<file path="config.mk">
export PLATFORM = sky130hd
export DESIGN_NAME = jpeg_header_marker_parser
export DESIGN_NICKNAME = d
export VERILOG_FILES = /design/src/rtl/jhmp_pkg.sv /design/src/rtl/jhmp_front.sv /design/src/rtl/jhmp_queue.sv /design/src/rtl/jhmp_back.sv /design/src/rtl/jpeg_header_marker_parser.sv
export SDC_FILE = /design/constraint.sdc
export NUM_CORES = 1
export LEC_CHECK = 0
export ABC_CLOCK_PERIOD_IN_PS = 34000
export BUFFER_PORTS_ARGS = -buffer_cell sky130_fd_sc_hd__buf_2
export CAP_MARGIN = 20
export CELL_PAD_IN_SITES_DETAIL_PLACEMENT = 0
export CELL_PAD_IN_SITES_GLOBAL_PLACEMENT = 1
export CORE_MARGIN = 3
export CORE_UTILIZATION = 54
export DETAILED_ROUTE_END_ITERATION = 7
export PLACE_DENSITY = 0.85
export SYNTH_ARGS = -nofsm -noshare
export SYNTH_HDL_FRONTEND = slang
export SYNTH_HIERARCHICAL = 1
export SYNTH_SLANG_ARGS = --single-unit
</file>
<file path="constraint.sdc">
create_clock -name clk -period 34 [get_ports clk]
set_input_delay 1.7 -clock clk [delete_from_list [all_inputs] [get_ports clk]]
set_output_delay 1.7 -clock clk [all_outputs]
set_load 0.02 [all_outputs]
</file>
<file path="src/rtl/jhmp_pkg.sv">
// Shared types, marker codes and helpers for the JPEG header marker parser.
package jhmp_pkg;

  localparam int MAX_COMPONENTS_DEF = 4;
  localparam int COMP_W             = 24;
  localparam int QUEUE_DEPTH_DEF    = 2;

  localparam logic [7:0] MK_FILL = 8'hFF;
  localparam logic [7:0] MK_SOI  = 8'hD8;
  localparam logic [7:0] MK_EOI  = 8'hD9;
  localparam logic [7:0] MK_SOS  = 8'hDA;
  localparam logic [7:0] MK_SOF0 = 8'hC0;
  localparam logic [7:0] MK_DHT  = 8'hC4;
  localparam logic [7:0] MK_JPG  = 8'hC8;
  localparam logic [7:0] MK_DAC  = 8'hCC;
  localparam logic [7:0] MK_APP0 = 8'hE0;
  localparam logic [7:0] MK_RST0 = 8'hD0;
  localparam logic [7:0] MK_RST7 = 8'hD7;
  localparam logic [7:0] MK_STUF = 8'h00;

  typedef enum logic [7:0] {
    PH_SOI0  = 8'b0000_0001,
    PH_SOI1  = 8'b0000_0010,
    PH_SCAN  = 8'b0000_0100,
    PH_CODE  = 8'b0000_1000,
    PH_LENHI = 8'b0001_0000,
    PH_LENLO = 8'b0010_0000,
    PH_BODY  = 8'b0100_0000,
    PH_DONE  = 8'b1000_0000
  } phase_t;

  typedef struct packed {
    logic        baseline;
    logic [7:0]  precision;
    logic [15:0] width;
    logic [15:0] height;
    logic [7:0]  count;
    logic        has_jfif;
    logic [15:0] version;
    logic [7:0]  units;
    logic [15:0] x_density;
    logic [15:0] y_density;
  } run_info_t;

  localparam int INFO_W = $bits(run_info_t);

  localparam run_info_t INFO_RESET = '{
    baseline:  1'b0,
    precision: 8'd8,
    width:     16'd0,
    height:    16'd0,
    count:     8'd0,
    has_jfif:  1'b0,
    version:   16'd0,
    units:     8'd0,
    x_density: 16'd1,
    y_density: 16'd1
  };

  function automatic logic is_frame_code(input logic [7:0] c);
    return (c[7:4] == MK_SOF0[7:4]) && (c != MK_DHT) && (c != MK_JPG) && (c != MK_DAC);
  endfunction

  // "JFIF" followed by a zero byte
  function automatic logic [7:0] jfif_tag_byte(input logic [2:0] k);
    logic [7:0] t;
    unique case (k)
      3'd0:    t = 8'h4A;
      3'd1:    t = 8'h46;
      3'd2:    t = 8'h49;
      3'd3:    t = 8'h46;
      default: t = 8'h00;
    endcase
    return t;
  endfunction

endpackage

</file>
<file path="src/rtl/jhmp_front.sv">
// Front end: byte acceptance, marker walk and collection of one run record per file.
module jhmp_front #(
  parameter int MAX_COMPONENTS = jhmp_pkg::MAX_COMPONENTS_DEF,
  parameter int CIW            = $clog2(MAX_COMPONENTS + 1)
) (
  input  logic                                          clk,
  input  logic                                          rst,
  input  logic                                          accept,
  input  logic [7:0]                                    data_byte,
  input  logic                                          end_of_file,
  output logic                                          rec_push,
  output jhmp_pkg::run_info_t                           rec_info,
  output logic [CIW-1:0]                                rec_kept,
  output logic [MAX_COMPONENTS-1:0][jhmp_pkg::COMP_W-1:0] rec_comps
);

  localparam int CIXW = (MAX_COMPONENTS > 1) ? $clog2(MAX_COMPONENTS) : 1;

  jhmp_pkg::phase_t phase, phase_next;
  logic [7:0]  marker_code, marker_code_next;
  logic [15:0] seg_len, seg_len_next;
  logic [15:0] seg_off, seg_off_next;
  logic        id_ok, id_ok_next;

  logic [7:0]  sf_precision, sf_precision_next;
  logic [15:0] sf_height, sf_height_next;
  logic [15:0] sf_width, sf_width_next;
  logic [7:0]  sf_count, sf_count_next;
  logic [CIW-1:0] comp_idx, comp_idx_next;
  logic [1:0]  comp_byte, comp_byte_next;
  logic [MAX_COMPONENTS-1:0][jhmp_pkg::COMP_W-1:0] staged_comps, staged_comps_next;

  logic [15:0] sj_version, sj_version_next;
  logic [7:0]  sj_units, sj_units_next;
  logic [15:0] sj_xd, sj_xd_next;
  logic [15:0] sj_yd, sj_yd_next;

  jhmp_pkg::run_info_t kept_info, kept_info_next;
  logic [CIW-1:0] kept_n, kept_n_next;
  logic [MAX_COMPONENTS-1:0][jhmp_pkg::COMP_W-1:0] kept_comps, kept_comps_next;

  logic        do_commit;
  logic [15:0] off_inc;
  logic [CIW-1:0] n_sel;

  assign off_inc = seg_off + 16'd1;

  always_comb begin
    phase_next        = phase;
    marker_code_next  = marker_code;
    seg_len_next      = seg_len;
    seg_off_next      = seg_off;
    id_ok_next        = id_ok;
    sf_precision_next = sf_precision;
    sf_height_next    = sf_height;
    sf_width_next     = sf_width;
    sf_count_next     = sf_count;
    comp_idx_next     = comp_idx;
    comp_byte_next    = comp_byte;
    staged_comps_next = staged_comps;
    sj_version_next   = sj_version;
    sj_units_next     = sj_units;
    sj_xd_next        = sj_xd;
    sj_yd_next        = sj_yd;
    kept_info_next    = kept_info;
    kept_n_next       = kept_n;
    kept_comps_next   = kept_comps;
    do_commit         = 1'b0;
    n_sel             = '0;

    if (accept) begin
      unique case (phase)
        jhmp_pkg::PH_SOI0: begin
          phase_next = (data_byte == jhmp_pkg::MK_FILL) ? jhmp_pkg::PH_SOI1 : jhmp_pkg::PH_DONE;
        end
        jhmp_pkg::PH_SOI1: begin
          phase_next = (data_byte == jhmp_pkg::MK_SOI) ? jhmp_pkg::PH_SCAN : jhmp_pkg::PH_DONE;
        end
        jhmp_pkg::PH_SCAN: begin
          if (data_byte == jhmp_pkg::MK_FILL) phase_next = jhmp_pkg::PH_CODE;
        end
        jhmp_pkg::PH_CODE: begin
          marker_code_next = data_byte;
          if (data_byte == jhmp_pkg::MK_EOI || data_byte == jhmp_pkg::MK_SOS) begin
            phase_next = jhmp_pkg::PH_DONE;
          end else if (data_byte == jhmp_pkg::MK_STUF ||
                       (data_byte >= jhmp_pkg::MK_RST0 && data_byte <= jhmp_pkg::MK_RST7)) begin
            phase_next = jhmp_pkg::PH_SCAN;
          end else begin
            phase_next = jhmp_pkg::PH_LENHI;
          end
        end
        jhmp_pkg::PH_LENHI: begin
          seg_len_next = {data_byte, 8'h00};
          phase_next   = jhmp_pkg::PH_LENLO;
        end
        jhmp_pkg::PH_LENLO: begin
          seg_len_next = {seg_len[15:8], data_byte};
          seg_off_next = '0;
          id_ok_next   = 1'b1;
          if (seg_len_next < 16'd2) begin
            phase_next = jhmp_pkg::PH_DONE;
          end else if (seg_len_next == 16'd2) begin
            do_commit  = 1'b1;
            phase_next = jhmp_pkg::PH_SCAN;
          end else begin
            phase_next = jhmp_pkg::PH_BODY;
          end
        end
        jhmp_pkg::PH_BODY: begin
          if (jhmp_pkg::is_frame_code(marker_code)) begin
            priority if (seg_off == 16'd0) begin
              sf_precision_next = data_byte;
            end else if (seg_off == 16'd1) begin
              sf_height_next[15:8] = data_byte;
            end else if (seg_off == 16'd2) begin
              sf_height_next[7:0] = data_byte;
            end else if (seg_off == 16'd3) begin
              sf_width_next[15:8] = data_byte;
            end else if (seg_off == 16'd4) begin
              sf_width_next[7:0] = data_byte;
            end else if (seg_off == 16'd5) begin
              sf_count_next  = data_byte;
              comp_idx_next  = '0;
              comp_byte_next = 2'd0;
            end else begin
              // component triples: count bytes in the triple, saturate the entry index
              if (comp_idx < CIW'(MAX_COMPONENTS)) begin
                unique case (comp_byte)
                  2'd0:    staged_comps_next[comp_idx[CIXW-1:0]][23:16] = data_byte;
                  2'd1:    staged_comps_next[comp_idx[CIXW-1:0]][15:8]  = data_byte;
                  default: staged_comps_next[comp_idx[CIXW-1:0]][7:0]   = data_byte;
                endcase
              end
              if (comp_byte == 2'd2) begin
                comp_byte_next = 2'd0;
                if (comp_idx < CIW'(MAX_COMPONENTS)) comp_idx_next = comp_idx + CIW'(1);
              end else begin
                comp_byte_next = comp_byte + 2'd1;
              end
            end
          end else if (marker_code == jhmp_pkg::MK_APP0) begin
            if (seg_off < 16'd5) begin
              if (data_byte != jhmp_pkg::jfif_tag_byte(seg_off[2:0])) id_ok_next = 1'b0;
            end else if (seg_off == 16'd5) begin
              sj_version_next[15:8] = data_byte;
            end else if (seg_off == 16'd6) begin
              sj_version_next[7:0] = data_byte;
            end else if (seg_off == 16'd7) begin
              sj_units_next = data_byte;
            end else if (seg_off == 16'd8) begin
              sj_xd_next[15:8] = data_byte;
            end else if (seg_off == 16'd9) begin
              sj_xd_next[7:0] = data_byte;
            end else if (seg_off == 16'd10) begin
              sj_yd_next[15:8] = data_byte;
            end else if (seg_off == 16'd11) begin
              sj_yd_next[7:0] = data_byte;
            end
          end
          seg_off_next = off_inc;
          if ({1'b0, off_inc} + 17'd2 >= {1'b0, seg_len}) begin
            do_commit  = 1'b1;
            phase_next = jhmp_pkg::PH_SCAN;
          end
        end
        jhmp_pkg::PH_DONE: begin
          phase_next = jhmp_pkg::PH_DONE;
        end
        default: begin
          phase_next = jhmp_pkg::PH_DONE;
        end
      endcase

      // completed triples equal the entries lying wholly inside the segment
      n_sel = (8'(comp_idx_next) < sf_count_next) ? comp_idx_next : CIW'(sf_count_next);

      if (do_commit) begin
        if (jhmp_pkg::is_frame_code(marker_code)) begin
          kept_info_next.baseline = (marker_code == jhmp_pkg::MK_SOF0);
          if (seg_len_next >= 16'd8) begin
            kept_info_next.precision = sf_precision_next;
            kept_info_next.height    = sf_height_next;
            kept_info_next.width     = sf_width_next;
            kept_info_next.count     = sf_count_next;
            kept_n_next              = n_sel;
            kept_comps_next          = staged_comps_next;
          end
        end else if (marker_code == jhmp_pkg::MK_APP0 && seg_len_next >= 16'd16 && id_ok_next) begin
          kept_info_next.has_jfif  = 1'b1;
          kept_info_next.version   = sj_version_next;
          kept_info_next.units     = sj_units_next;
          kept_info_next.x_density = sj_xd_next;
          kept_info_next.y_density = sj_yd_next;
        end
      end
    end

    rec_push  = accept && end_of_file;
    rec_info  = kept_info_next;
    rec_kept  = kept_n_next;
    rec_comps = kept_comps_next;
    if (!kept_info_next.baseline && kept_info_next.count == 8'd0) begin
      rec_info = '0;
      rec_kept = '0;
    end

    // start over for the next file
    if (accept && end_of_file) begin
      phase_next       = jhmp_pkg::PH_SOI0;
      marker_code_next = '0;
      seg_len_next     = '0;
      seg_off_next     = '0;
      id_ok_next       = 1'b0;
      kept_info_next   = jhmp_pkg::INFO_RESET;
      kept_n_next      = '0;
    end
  end

  always_ff @(posedge clk) begin
    if (rst) begin
      phase       <= jhmp_pkg::PH_SOI0;
      marker_code <= '0;
      seg_len     <= '0;
      seg_off     <= '0;
      id_ok       <= 1'b0;
      comp_idx    <= '0;
      comp_byte   <= 2'd0;
      kept_info   <= jhmp_pkg::INFO_RESET;
      kept_n      <= '0;
    end else begin
      phase       <= phase_next;
      marker_code <= marker_code_next;
      seg_len     <= seg_len_next;
      seg_off     <= seg_off_next;
      id_ok       <= id_ok_next;
      comp_idx    <= comp_idx_next;
      comp_byte   <= comp_byte_next;
      kept_info   <= kept_info_next;
      kept_n      <= kept_n_next;
    end
  end

  always_ff @(posedge clk) begin
    sf_precision <= sf_precision_next;
    sf_height    <= sf_height_next;
    sf_width     <= sf_width_next;
    sf_count     <= sf_count_next;
    staged_comps <= staged_comps_next;
    sj_version   <= sj_version_next;
    sj_units     <= sj_units_next;
    sj_xd        <= sj_xd_next;
    sj_yd        <= sj_yd_next;
    kept_comps   <= kept_comps_next;
  end

endmodule

</file>
<file path="src/rtl/jhmp_queue.sv">
// Short record queue between the parsing front end and the result emitter.
module jhmp_queue #(
  parameter int WIDTH = 8,
  parameter int DEPTH = jhmp_pkg::QUEUE_DEPTH_DEF
) (
  input  logic             clk,
  input  logic             rst,
  input  logic             push,
  input  logic [WIDTH-1:0] wdata,
  input  logic             pop,
  output logic             full,
  output logic             not_empty,
  output logic [WIDTH-1:0] rdata
);

  localparam int PW = (DEPTH > 1) ? $clog2(DEPTH) : 1;
  localparam int CW = $clog2(DEPTH + 1);

  logic [WIDTH-1:0] mem [DEPTH];
  logic [PW-1:0]    wr_ptr, rd_ptr;
  logic [CW-1:0]    fill;

  assign full      = (fill == CW'(DEPTH));
  assign not_empty = (fill != '0);
  assign rdata     = mem[rd_ptr];

  always_ff @(posedge clk) begin
    if (push) mem[wr_ptr] <= wdata;
  end

  always_ff @(posedge clk) begin
    if (rst) begin
      wr_ptr <= '0;
      rd_ptr <= '0;
      fill   <= '0;
    end else begin
      if (push) wr_ptr <= (wr_ptr == PW'(DEPTH - 1)) ? '0 : wr_ptr + PW'(1);
      if (pop)  rd_ptr <= (rd_ptr == PW'(DEPTH - 1)) ? '0 : rd_ptr + PW'(1);
      if (push && !pop)      fill <= fill + CW'(1);
      else if (pop && !push) fill <= fill - CW'(1);
    end
  end

endmodule

</file>
<file path="src/rtl/jhmp_back.sv">
// Back end: expands one run record into its result words behind an output register.
module jhmp_back #(
  parameter int MAX_COMPONENTS = jhmp_pkg::MAX_COMPONENTS_DEF,
  parameter int CIW            = $clog2(MAX_COMPONENTS + 1)
) (
  input  logic                                            clk,
  input  logic                                            rst,
  input  logic                                            rec_valid,
  input  jhmp_pkg::run_info_t                             rec_info,
  input  logic [CIW-1:0]                                  rec_kept,
  input  logic [MAX_COMPONENTS-1:0][jhmp_pkg::COMP_W-1:0] rec_comps,
  output logic                                            rec_pop,
  output logic                                            out_valid,
  input  logic                                            out_stall,
  output logic                                            last,
  output jhmp_pkg::run_info_t                             out_info,
  output logic [jhmp_pkg::COMP_W-1:0]                     component_entry
);

  localparam int CIXW = (MAX_COMPONENTS > 1) ? $clog2(MAX_COMPONENTS) : 1;

  logic [CIW-1:0] row;
  logic [CIW-1:0] rows;
  logic           row_last;
  logic           load;

  assign rows     = (rec_kept != '0) ? rec_kept : CIW'(1);
  assign row_last = (row == rows - CIW'(1));
  assign load     = rec_valid && (!out_valid || !out_stall);
  assign rec_pop  = load && row_last;

  always_ff @(posedge clk) begin
    if (rst) begin
      out_valid <= 1'b0;
      row       <= '0;
    end else begin
      if (load) begin
        out_valid <= 1'b1;
        row       <= row_last ? '0 : row + CIW'(1);
      end else if (!out_stall) begin
        out_valid <= 1'b0;
      end
    end
  end

  always_ff @(posedge clk) begin
    if (load) begin
      last            <= row_last;
      out_info        <= rec_info;
      component_entry <= (row < rec_kept) ? rec_comps[row[CIXW-1:0]] : '0;
    end
  end

endmodule

</file>
<file path="src/rtl/jpeg_header_marker_parser.sv">
// Top level of the JPEG header marker parser: front end, record queue and emitter.
//
// Input channel: one file byte per word (data_byte), end_of_file set on the final
// byte. A word moves when in_valid is high and in_stall is low.
// Output channel: on the end-of-file byte the block queues one run record and then
// emits one result word per kept frame component, or a single word when none is
// kept; last marks the final word of the run. A word moves when out_valid is high
// and out_stall is low.
// Throughput: one input byte per cycle while in_stall is low. The front end walks
// the marker segments at one byte per clock; the emitter drains one result per clock
// while out_stall is low, from a two-entry record queue, so in_stall rises only when
// both queue entries are taken. The first result of a run passes through the queue,
// which takes the record on the edge that accepts the end-of-file byte, then the output
// register; further words of the run follow one per cycle while out_stall is low.
// A stalled output holds its word in the output register while the front end keeps
// parsing the next file.
// Reset: synchronous rst clears the walk, the kept frame and JFIF fields, the queue
// and out_valid; after each end-of-file byte the walk restarts by itself.
module jpeg_header_marker_parser #(
  parameter int MAX_COMPONENTS = jhmp_pkg::MAX_COMPONENTS_DEF
) (
  input  logic        clk,
  input  logic        rst,
  input  logic        in_valid,
  output logic        in_stall,
  input  logic [7:0]  data_byte,
  input  logic        end_of_file,
  output logic        out_valid,
  input  logic        out_stall,
  output logic        last,
  output logic        baseline,
  output logic [7:0]  precision,
  output logic [15:0] image_width,
  output logic [15:0] image_height,
  output logic [7:0]  component_count,
  output logic        has_jfif,
  output logic [15:0] jfif_version,
  output logic [7:0]  density_units,
  output logic [15:0] x_density,
  output logic [15:0] y_density,
  output logic [23:0] component_entry
);

  localparam int CIW    = $clog2(MAX_COMPONENTS + 1);
  localparam int COMPSW = MAX_COMPONENTS * jhmp_pkg::COMP_W;
  localparam int QW     = jhmp_pkg::INFO_W + CIW + COMPSW;

  logic                                            accept;
  logic                                            q_full;
  logic                                            q_valid;
  logic                                            q_pop;
  logic                                            rec_push;
  jhmp_pkg::run_info_t                             rec_info;
  logic [CIW-1:0]                                  rec_kept;
  logic [MAX_COMPONENTS-1:0][jhmp_pkg::COMP_W-1:0] rec_comps;
  logic [QW-1:0]                                   q_wdata;
  logic [QW-1:0]                                   q_rdata;
  jhmp_pkg::run_info_t                             head_info;
  logic [CIW-1:0]                                  head_kept;
  logic [MAX_COMPONENTS-1:0][jhmp_pkg::COMP_W-1:0] head_comps;
  jhmp_pkg::run_info_t                             out_info;

  // hold input while both queued records wait for the emitter
  assign in_stall = q_full;
  assign accept   = in_valid && !in_stall;

  jhmp_front #(
    .MAX_COMPONENTS (MAX_COMPONENTS),
    .CIW            (CIW)
  ) u_front (
    .clk         (clk),
    .rst         (rst),
    .accept      (accept),
    .data_byte   (data_byte),
    .end_of_file (end_of_file),
    .rec_push    (rec_push),
    .rec_info    (rec_info),
    .rec_kept    (rec_kept),
    .rec_comps   (rec_comps)
  );

  assign q_wdata = {rec_info, rec_kept, rec_comps};

  jhmp_queue #(
    .WIDTH (QW),
    .DEPTH (jhmp_pkg::QUEUE_DEPTH_DEF)
  ) u_queue (
    .clk       (clk),
    .rst       (rst),
    .push      (rec_push),
    .wdata     (q_wdata),
    .pop       (q_pop),
    .full      (q_full),
    .not_empty (q_valid),
    .rdata     (q_rdata)
  );

  // split the queue head back into its fields
  assign head_info  = jhmp_pkg::run_info_t'(q_rdata[QW-1 -: jhmp_pkg::INFO_W]);
  assign head_kept  = q_rdata[COMPSW +: CIW];
  assign head_comps = q_rdata[COMPSW-1:0];

  jhmp_back #(
    .MAX_COMPONENTS (MAX_COMPONENTS),
    .CIW            (CIW)
  ) u_back (
    .clk             (clk),
    .rst             (rst),
    .rec_valid       (q_valid),
    .rec_info        (head_info),
    .rec_kept        (head_kept),
    .rec_comps       (head_comps),
    .rec_pop         (q_pop),
    .out_valid       (out_valid),
    .out_stall       (out_stall),
    .last            (last),
    .out_info        (out_info),
    .component_entry (component_entry)
  );

  assign baseline        = out_info.baseline;
  assign precision       = out_info.precision;
  assign image_width     = out_info.width;
  assign image_height    = out_info.height;
  assign component_count = out_info.count;
  assign has_jfif        = out_info.has_jfif;
  assign jfif_version    = out_info.version;
  assign density_units   = out_info.units;
  assign x_density       = out_info.x_density;
  assign y_density       = out_info.y_density;

endmodule

</file>
==> run_results.csv <==
group,metric,value,unit
sta,tightest_slew,1.24,ns
clocking,cts_resized,0,
global_routing,grt-ovfl-total,0,
final_layout,nets,2814,
worst_hold_path,hold_class,"register to register",
drt,met2_wirelength,42600,um
clocking,htreeDepth,3,
floorplan,die-area,79800,um2
drt,wl_met3,4370,um
logic_synthesis,synth_edf_count,741,
drt,first_pass_iters,6,
drt,drc,0,
sta,finalSetupTns,0,ns
sta,timing.final.hold_violations,0,
logic_synthesis,yosys.area.top_type,"edfxtp_1",
floorplan,start_util,55.0,%
sta,final.min_clock_period,6.36,ns
logic_synthesis,post-synth-top-count-cell,"edfxtp_1",
global_routing,track_usage,21.6,%
worst_setup_path,arrival,6.75,ns
placement,dp_hpwl,49900,um
logic_synthesis,netlist_instances,2641,
logic_synthesis,synth_warnings,6,
logic_synthesis,synthTopCellsByCount,"741 x edfxtp_1, 330 x mux2_2, 268 x dfxtp_1",
placement,placed_cells,3636,
placement,placed_cell_area,42700,um2
logic_synthesis,seq_area_frac_synth,66.9,%
drt,via_per_inst,5.79,
worst_setup_path,crit_type,"register to register",
drt,vias,22129,
run_status,outcome,"complete, no violations",
logic_synthesis,syn_nets,2686,
drt,route.top_layer_used,"met4",
clocking,path_clk_slew,0.06,ns
logic_synthesis,synth_seq_cells,1009,
drt,drt-met1-wl,37100,um
clocking,cts_setup_buffers,0,
drt,wl_per_cell,22.4,um
floorplan,io_pins,146,
logic_synthesis,netlist_area,41300,um2
pwr,ir_drop,0.000155,V
logic_synthesis,synth_top_area_share,53.9,%
floorplan,core,75100,um2
global_routing,grt_antenna_before_repair,0,
clocking,cts_buffer_depth,3,
sta,finalCritPeriodShare,18.7,%
final_layout,antenna_cells,0,
sta,finalClockSkew,0.0282,ns
global_routing,grt_max_degree,145,
final_layout,final_util,61.4,%
worst_setup_path,critPathRequiredTime,34.39,ns
worst_setup_path,crit_path_start_kind,"register",
final_layout,stdcell_count,3824,
clocking,tritoncts,"built",
global_routing,grt_pass1_wl,133000,um
sta,setup_violations,0,
logic_synthesis,syn_avg_cell_area,15.6,um2
clocking,root_buffer,"clkbuf_16",
sta,slew-limit-headroom,17.1,%
drt,wirelength,85800,um
run,maxCapViolCount,0,
pwr,leakagePower,16.7,nW
pwr,p_per_area,66.6,nW/um2
logic_synthesis,synth.top_cells.by_area,"edfxtp_1 54%, dfxtp_1 13%, mux2_2 9.0%",
clocking,clk_latency,0.66,ns
clocking,clock-sinks,1009,
drt,antenna_left,0,
drt,drt_first_iter_violations,1345,
sta,rsz0062_at_grt,"false",
floorplan,rows,100,
clocking,cts_buffers,99,
floorplan,die_width,282,um
placement,gp_congestion,0.879,
sta,fmax,157,MHz
floorplan,die_h,282,um
clocking,cts_hold_buf,0,
global_routing,grt_pass1_vias,22833,
logic_synthesis,async_reset_ff_share,0,%
worst_setup_path,reg2reg_slack,27.64,ns
worst_setup_path,end_kind,"register",
pwr,finalPower,3.07,mW
worst_setup_path,crit_fanout,56,
final_layout,final_cell_area,46100,um2
placement,portBuffers,145,
final_layout,area_delta_synth_final,11.6,%
logic_synthesis,synth.distinct_cells,86,
sta,drv_slew,0,
logic_synthesis,ys.flop_type,"edfxtp_1",
final_layout,drive_gt1_share,30.6,%
[metrics by stage]
stage               setup slack [ns]  hold slack, ns
floorplan                      18.96           0.430
global placement               27.68           0.442
detailed placement             27.60           0.455
CTS                            27.60           0.468
global route                   27.01           0.498
finish                         27.64           0.466
[sequential cells by signal (all words and copies together), names as in the netlist, 8 cells and up, named ones only]
signal and flops:
u_front/sf_count 8, u_front/phase 8, u_front/kept_comps 96, u_front/sj_version 16
u_front/sj_xd 16, u_front/staged_comps 96, u_back/out_info 106, u_front/kept_info 106
u_front/seg_off 16, u_front/sf_precision 8, u_front/sj_yd 16, u_front/sj_units 8
u_back/component_entry 24, u_front/marker_code 8, u_front/seg_len 16, u_front/sf_height 16
u_front/sf_width 16, u_queue/mem 410
[worst max-delay path, stage by stage (launching register included)]
cell and delay, ns:
dfxtp_1 0.61, ha_1 0.54, nand3_2 0.24, nor3_1 0.30
xor2_1 0.35, nand2_1 0.13, nor3_1 0.28, nor2b_1 0.11
ha_1 0.31, nand3_1 0.10, or4_1 0.52, o31a_1 0.31
o21a_1 0.22, o221ai_2 0.32, nand3_4 0.63, buf_4 0.65
mux2_1 0.46
[placed cells by master (no fill, tap or decap), types with 31 or more instances in the layout]
master	netlist	layout
a21oi_1	154	154
buf_2	48	145
buf_4	4	31
clkbuf_16	0	100
dfxtp_1	268	265
edfxtp_1	741	741
ha_1	32	32
inv_1	37	37
mux2_2	330	330
mux2_4	150	150
mux2i_1	110	110
nand2_1	82	82
nand3_1	31	31
nor2_1	171	170
nor2b_1	39	38
[power breakdown]
group          total, mW  internal (mW)  switching, mW  leakage [nW]
Combinational      0.450          0.173          0.277          5.67
Sequential          1.53           1.49         0.0385          9.48
Clock               1.09          0.638          0.455          1.59
[worst paths after layout]
path | start | end | depth (start not counted)
setup / recovery | u_front/seg_off[0]$_SDFFE_PP0P_ | u_queue/mem[1][78]$_DFFE_PP_ | 16
setup reg to reg | u_front/seg_off[0]$_SDFFE_PP0P_ | u_queue/mem[1][78]$_DFFE_PP_ | 16
hold / removal | u_front/kept_info[16]$_SDFF_PP1_ | u_front/kept_info[16]$_SDFF_PP1_ | 2
hold reg to reg | u_front/kept_info[16]$_SDFF_PP1_ | u_front/kept_info[16]$_SDFF_PP1_ | 2
[metal layers]
layer  track usage (%)  up-vias
li1                  -    10212
met1              29.0    11260
met2              37.1      530
met3              3.33      127
met4              5.91        0
met5                 0        -
[kinds of logic after synthesis]
group,count (synthesis),share of synthesized area (%)
flops,1009,66.9
mux,641,19.2
simple gates,481,6.18
compound gates,258,3.72
buf+inv,192,2.45
fa+ha+maj,32,0.970
xor+xnor,28,0.594
[cell type report]
class                      instances  area [um2]
fill                            5554       29000
sequential                      1009       27600
multi-input combinational       1440       12700
clock buffer                     131        2660
tap                              969        1210
timing repair buffer             182        1080
clock inverter                    56         641
inverter                          37         139
No activity file was read; power rests on OpenSTA's default activity.
